### config.mk
export PLATFORM = sky130hd
export DESIGN_NAME = four_lane_word_hash
export DESIGN_NICKNAME = d
export VERILOG_FILES = /design/src/flwh_pkg.sv /design/src/four_lane_word_hash.sv /design/src/flwh_lane.sv /design/src/flwh_merge.sv
export SDC_FILE = /design/constraint.sdc
export NUM_CORES = 2
export LEC_CHECK = 0
export ABC_CLOCK_PERIOD_IN_PS = 7100
export BUFFER_PORTS_ARGS = -buffer_cell sky130_fd_sc_hd__buf_4
export CAP_MARGIN = 0
export CORE_ASPECT_RATIO = 1.5
export CORE_MARGIN = 4
export CORE_UTILIZATION = 55
export CTS_BUF_LIST = sky130_fd_sc_hd__clkbuf_16
export CTS_CLUSTER_DIAMETER = 80
export DETAILED_ROUTE_END_ITERATION = 6
export PLACE_DENSITY = 0.81
export SLEW_MARGIN = 15
export SYNTH_ARGS = -nofsm -noshare
export SYNTH_HDL_FRONTEND = slang
export SYNTH_SLANG_ARGS = --single-unit
### constraint.sdc
create_clock -name clk -period 7.1 [get_ports clk]
set_input_delay 1.065 -clock clk [delete_from_list [all_inputs] [get_ports clk]]
set_output_delay 1.065 -clock clk [all_outputs]
set_load 0.02 [all_outputs]
### src/flwh_pkg.sv
// ----------------------------------------------------------------------------
// flwh_pkg
// Shared constants, types and the lane absorb function of the four-lane
// word hash.
// ----------------------------------------------------------------------------
`default_nettype none

package flwh_pkg;

    localparam int WORD_W  = 64;
    localparam int LANES   = 4;
    localparam int COUNT_W = 3;

    localparam logic [WORD_W-1:0] SEED_ONE   = 64'h243f6a8885a308d3;
    localparam logic [WORD_W-1:0] SEED_TWO   = 64'h13198a2e03707344;
    localparam logic [WORD_W-1:0] SEED_THREE = 64'ha4093822299f31d0;
    localparam logic [WORD_W-1:0] SEED_FOUR  = 64'h082efa98ec4e6c89;

    // FNV-64 prime is 2^40 + 0x1b3: a shift plus a narrow constant multiply
    localparam int               PRIME_SHIFT = 40;
    localparam logic [WORD_W-1:0] PRIME_LOW  = 64'h1b3;

    localparam logic [WORD_W-1:0] MIX_ADD   = 64'h9e3779b97f4a7c15;
    localparam int               MIX_LEFT  = 17;
    localparam int               MIX_RIGHT = 13;

    typedef logic [LANES-1:0][WORD_W-1:0] lane_vec_t;

    typedef struct packed {
        logic absorb;
        logic reload;
    } lane_ctl_t;

    function automatic logic [WORD_W-1:0] absorb_word(
        input logic [WORD_W-1:0] lane,
        input logic [WORD_W-1:0] word
    );
        logic [WORD_W-1:0] x;
        begin
            x = lane ^ word;
            return (x << PRIME_SHIFT) + (x * PRIME_LOW);
        end
    endfunction

endpackage

`default_nettype wire

### src/four_lane_word_hash.sv
// ----------------------------------------------------------------------------
// four_lane_word_hash
// Frame fingerprint over a stream of 64-bit words, four lanes wide.
// ----------------------------------------------------------------------------
// Input channel (in_valid / in_stall): one beat carries four words, a word
// count and a last flag. A beat that is not last is always a full group and
// every lane absorbs its word in the accept cycle, so such beats stream at
// one per cycle.
// A last beat with fewer than four words folds them into lane one only,
// one word per cycle through lane one's multiplier: word one is absorbed
// on accept and any further words are folded after it. Then a merge
// combines the lanes into the output register and reloads the seeds.
// in_stall is high from the cycle after a last beat until that merge
// completes. The fingerprint shows on out_valid once the merge loads the
// output register; the merge waits while that register is still stalled.
// Output channel (out_valid / out_stall): a registered beat; while it is
// stalled the next frame's beats are still accepted, and only a new merge
// waits for the register to free up.
// Reset: lanes load their seeds, no result pending, input ready.
// ----------------------------------------------------------------------------
`default_nettype none

module four_lane_word_hash (
    input  wire logic                         clk,
    input  wire logic                         rst_n,
    input  wire logic                         in_valid,
    output logic                              in_stall,
    input  wire logic [flwh_pkg::WORD_W-1:0]  word0,
    input  wire logic [flwh_pkg::WORD_W-1:0]  word1,
    input  wire logic [flwh_pkg::WORD_W-1:0]  word2,
    input  wire logic [flwh_pkg::WORD_W-1:0]  word3,
    input  wire logic [flwh_pkg::COUNT_W-1:0] word_count,
    input  wire logic                         last,
    output logic                              out_valid,
    input  wire logic                         out_stall,
    output logic      [flwh_pkg::WORD_W-1:0]  fingerprint
);
    import flwh_pkg::*;

    // Control sequencer: take beats, fold a short tail, merge.
    typedef enum logic [2:0] {
        ST_RUN   = 3'b001,
        ST_FOLD  = 3'b010,
        ST_MERGE = 3'b100
    } state_t;

    state_t      state_reg;
    state_t      state_next;
    logic [1:0]  remain_reg;    // tail words still to fold (1 or 2)
    logic [1:0]  remain_next;
    logic [WORD_W-1:0] hold0_reg;
    logic [WORD_W-1:0] hold1_reg;

    logic        accept;
    logic        full_group;
    logic        merge_load;
    logic        merge_free;
    lane_ctl_t   ctl [LANES];
    lane_vec_t   lanes;
    lane_vec_t   seeds;
    lane_vec_t   words;

    assign in_stall   = (state_reg != ST_RUN);
    assign accept     = in_valid && !in_stall;
    // A beat that is not last, or a count of four or more, is a full group.
    assign full_group = !last || word_count[2];
    assign merge_load = (state_reg == ST_MERGE) && merge_free;

    assign seeds[0] = SEED_ONE;
    assign seeds[1] = SEED_TWO;
    assign seeds[2] = SEED_THREE;
    assign seeds[3] = SEED_FOUR;

    // Lane one takes the tail words from the hold register while folding.
    assign words[0] = (state_reg == ST_FOLD) ? hold0_reg : word0;
    assign words[1] = word1;
    assign words[2] = word2;
    assign words[3] = word3;

    always_comb
    begin
        ctl[0].absorb = (accept && (full_group || (word_count[1:0] != 2'd0)))
                      || (state_reg == ST_FOLD);
        ctl[0].reload = merge_load;
        for (int k = 1; k < LANES; k++)
        begin
            ctl[k].absorb = accept && full_group;
            ctl[k].reload = merge_load;
        end
    end

    always_comb
    begin
        state_next  = state_reg;
        remain_next = remain_reg;
        case (state_reg)
            ST_RUN:
            begin
                if (accept && last)
                begin
                    // Word one is absorbed now; two or three words leave a tail.
                    if (!full_group && word_count[1])
                    begin
                        state_next  = ST_FOLD;
                        remain_next = word_count[1:0] - 2'd1;
                    end
                    else
                    begin
                        state_next = ST_MERGE;
                    end
                end
            end
            ST_FOLD:
            begin
                remain_next = remain_reg - 2'd1;
                if (remain_reg == 2'd1)
                begin
                    state_next = ST_MERGE;
                end
            end
            ST_MERGE:
            begin
                if (merge_load)
                begin
                    state_next = ST_RUN;
                end
            end
            default:
            begin
                state_next = ST_RUN;
            end
        endcase
    end

    always_ff @(posedge clk or negedge rst_n)
    begin
        if (!rst_n)
        begin
            state_reg  <= ST_RUN;
            remain_reg <= 2'd0;
        end
        else
        begin
            state_reg  <= state_next;
            remain_reg <= remain_next;
        end
    end

    // Tail words shift toward lane one's input, one per fold cycle.
    always_ff @(posedge clk)
    begin
        if (accept)
        begin
            hold0_reg <= word1;
            hold1_reg <= word2;
        end
        else if (state_reg == ST_FOLD)
        begin
            hold0_reg <= hold1_reg;
        end
    end

    for (genvar g = 0; g < LANES; g++)
    begin : g_lane
        flwh_lane u_lane (
            .clk   (clk),
            .rst_n (rst_n),
            .ctl   (ctl[g]),
            .seed  (seeds[g]),
            .word  (words[g]),
            .lane  (lanes[g])
        );
    end

    flwh_merge u_merge (
        .clk         (clk),
        .rst_n       (rst_n),
        .lanes       (lanes),
        .load        (merge_load),
        .free        (merge_free),
        .out_valid   (out_valid),
        .out_stall   (out_stall),
        .fingerprint (fingerprint)
    );

endmodule

`default_nettype wire

### src/flwh_lane.sv
// ----------------------------------------------------------------------------
// flwh_lane
// One hash lane: XOR a word in, multiply by the FNV-64 prime, or reload seed.
// ----------------------------------------------------------------------------
`default_nettype none

module flwh_lane (
    input  wire logic                        clk,
    input  wire logic                        rst_n,
    input  wire flwh_pkg::lane_ctl_t         ctl,
    input  wire logic [flwh_pkg::WORD_W-1:0] seed,
    input  wire logic [flwh_pkg::WORD_W-1:0] word,
    output logic      [flwh_pkg::WORD_W-1:0] lane
);
    import flwh_pkg::*;

    logic [WORD_W-1:0] lane_reg;
    logic [WORD_W-1:0] lane_next;

    always_comb
    begin
        lane_next = lane_reg;
        if (ctl.reload)
        begin
            lane_next = seed;
        end
        else if (ctl.absorb)
        begin
            lane_next = absorb_word(lane_reg, word);
        end
    end

    always_ff @(posedge clk or negedge rst_n)
    begin
        if (!rst_n)
        begin
            lane_reg <= seed;
        end
        else
        begin
            lane_reg <= lane_next;
        end
    end

    assign lane = lane_reg;

endmodule

`default_nettype wire

### src/flwh_merge.sv
// ----------------------------------------------------------------------------
// flwh_merge
// Combines the four lanes into the fingerprint and holds it in the output
// register until the receiver takes the beat.
// ----------------------------------------------------------------------------
`default_nettype none

module flwh_merge (
    input  wire logic                        clk,
    input  wire logic                        rst_n,
    input  wire flwh_pkg::lane_vec_t         lanes,
    input  wire logic                        load,
    output logic                             free,
    output logic                             out_valid,
    input  wire logic                        out_stall,
    output logic      [flwh_pkg::WORD_W-1:0] fingerprint
);
    import flwh_pkg::*;

    logic              valid_reg;
    logic              valid_next;
    logic [WORD_W-1:0] fp_reg;
    logic [WORD_W-1:0] fp_next;

    assign free = !valid_reg || !out_stall;

    always_comb
    begin
        fp_next = lanes[0]
                ^ (lanes[1] + MIX_ADD)
                ^ (lanes[2] << MIX_LEFT)
                ^ (lanes[3] >> MIX_RIGHT);
        if (load)
        begin
            valid_next = 1'b1;
        end
        else if (valid_reg && !out_stall)
        begin
            valid_next = 1'b0;
        end
        else
        begin
            valid_next = valid_reg;
        end
    end

    always_ff @(posedge clk or negedge rst_n)
    begin
        if (!rst_n)
        begin
            valid_reg <= 1'b0;
        end
        else
        begin
            valid_reg <= valid_next;
        end
    end

    always_ff @(posedge clk)
    begin
        if (load)
        begin
            fp_reg <= fp_next;
        end
    end

    assign out_valid   = valid_reg;
    assign fingerprint = fp_reg;

endmodule

`default_nettype wire

==> metrics.cfg <==
[clock_tree]
clock_latency_ps=640
htreeDepth=2
cts_root_buf=clkbuf_16
ctsLongestPathBuffers=3
hold_buffers=0
tritoncts=built
numCtsBuffers=47
cts.clk_slew.worst_paths_ps=70
cts.sinks=437

[timing]
worst_slack_ps=227
max_slew_margin=0.308
finalCritPeriodShare=0.968
tightestPinTransition_ps=1040
finClkSkew_ps=25.1
setup_viol=0
fmax_ghz=0.146
final_max_slew_viol_count=0
period_minus_slack_ps=6870
hold_viol_final=0
hold_slack_ps=307

[floorplanning]
initial_utilization=0.554
dieWidth_um=284
io_pins=330
rows=151
die_h_um=422
die_area_um2=120000
core-area_um2=113000

[synth]
synth_cell_types=100
async_flop_share=0.561
avgSynthCellArea_um2=9.66
synth_edf_count=192
yosysWarnings=0
ys_seq_area_frac=0.192
synth_area_um2=62700
netlist_instances=6492
synth_seq_cells=437
syn_nets=8296
yosys_most_used_dff=edfxtp_1

[layout]
multi_input_area_um2=44800
largest_register_ffs=239
area_growth_pct=10.8
final_cell_mix=inv_1 (1446), fa_1 (885), ha_1 (652)
fillers=9698
stdcell_area_um2=69500
fin_nets=8671
final_common_cell=inv_1
drive_above_1_share=0.108
seq_area_um2=12000

[setup_path]
slowest_delay_ps=570
critical-path-top-delay-family=adder cells
path_max_fanout=16
path_class=flip-flop to flip-flop
critPathBufInv=4
cp.required_ps=7640
end_kind=flip-flop
crit_arrival_ps=7410
start_kind=flip-flop
slowest_stage=dfstp_2

[routing]
drt-total-wl_um=209000
drt_iter0_markers=3315
dr.pass1.iters=6
wl_per_cell_um=25.0
postRouteAntennaNets=0
vias=47800
drc=0
via_per_inst=5.71

[placed_design]
gp_congestion=1.01
port_buffers=329
dp_hpwl_um=181000
postPlaceCellArea_um2=67600
dp_slack_ps=-543

[run]
cap_violations=0

[global_route]
grt_pass1_vias=51400
grt_max_degree=147
track_usage=0.349
use_met3=0.0389
grtUsageMet1=0.412
grt-busiest-layer=met2
antenna_found_initial=14
grtUsageMet2=0.590
grt_pass1_wl_um=313000
grt_overflow=0

[outcome]
status=complete, no violations

[min_path]
holdCritPathClass=input port to asynchronous set/reset pin

worst paths after layout:
check,startpoint,to,slack [ps],cells past startpoint
min,rst_n,g_lane[2].u_lane.lane[35]$_DFFE_PN0P_,310,1
max reg2reg,state_reg[0]$_DFFE_PN1P_,g_lane[0].u_lane.lane[61]$_DFFE_PN1P_,230,25
max in group asynchronous,rst_n,g_lane[3].u_lane.lane[15]$_DFFE_PN0P_,5470,2
min in group clk,hold1_reg[51]$_DFFE_PP_,hold0_reg[51]$_DFFE_PP_,520,2
min reg2reg,hold1_reg[51]$_DFFE_PP_,hold0_reg[51]$_DFFE_PP_,520,2
max,state_reg[0]$_DFFE_PN1P_,g_lane[0].u_lane.lane[61]$_DFFE_PN1P_,230,25
layout make-up:
| type | instances | share of cell area |
|---|---|---|
| repair buffers | 489 | 0.0534 |
| inverters | 1443 | 0.0781 |
| clock inverters | 38 | 0.00600 |
| flip-flops and latches | 437 | 0.173 |
| clock buffers | 50 | 0.0180 |
| diodes | 7 | 0.000252 |
| multi-input cells | 4449 | 0.645 |
| well taps | 1453 | 0.0262 |
cells in the mapped netlist, types with 68 or more instances:
master | instances | share of area
nand2_1 | 448 | 0.027
nor3_1 | 80 | 0.0064
dfstp_2 | 103 | 0.043
nor2_1 | 165 | 0.0099
nand3_1 | 130 | 0.010
a21o_1 | 151 | 0.018
mux2i_1 | 68 | 0.011
inv_1 | 1443 | 0.086
xnor2_1 | 452 | 0.063
ha_1 | 655 | 0.13
edfxtp_1 | 192 | 0.092
fa_1 | 885 | 0.28
clkbuf_1 | 138 | 0.0083
a21oi_1 | 315 | 0.025
o21ai_0 | 264 | 0.021
dfrtp_1 | 142 | 0.057
xor2_1 | 320 | 0.045
layer usage:
metal,vias up,wire length [um],part of all wire
met5,-,49,0.00023
li1,21500,-,-
met1,23900,76400,0.37
met4,10,20000,0.096
met2,1855,101000,0.48
met3,570,12300,0.059
repair_timing:
item,4_1_cts,5_1_grt
resized for setup,0,33
pin swaps,0,5
buffers inserted,2,5
setup endpoints to repair,1,21
cloned,0,1
per-stage QoR:
step / cells / setup TNS [ps] / utilization
global placement: 8263 / -3360 / 0.597
floorplan: 6492 / 0 / -
CTS: 8353 / 0 / 0.612
detailed placement: 8263 / -3210 / 0.597
global route: 8362 / -30.6 / 0.614
finish: 8366 / 0 / 0.614
cell families after synthesis:
| logic type | after synthesis | share of synthesized area |
|---|---|---|
| AND/OR/NAND/NOR | 1041 | 0.0764 |
| flip-flops | 437 | 0.192 |
| multiplexers | 69 | 0.0110 |
| adder cells (fa/ha/maj) | 1540 | 0.413 |
| XOR/XNOR | 775 | 0.109 |
| buffers and inverters | 1607 | 0.0968 |
| AO/OA/AOI/OAI | 1023 | 0.102 |
Power is left out: the tool's default activity adds up to more than one toggle a clock period on the data nets, which glitch-free logic cannot reach.
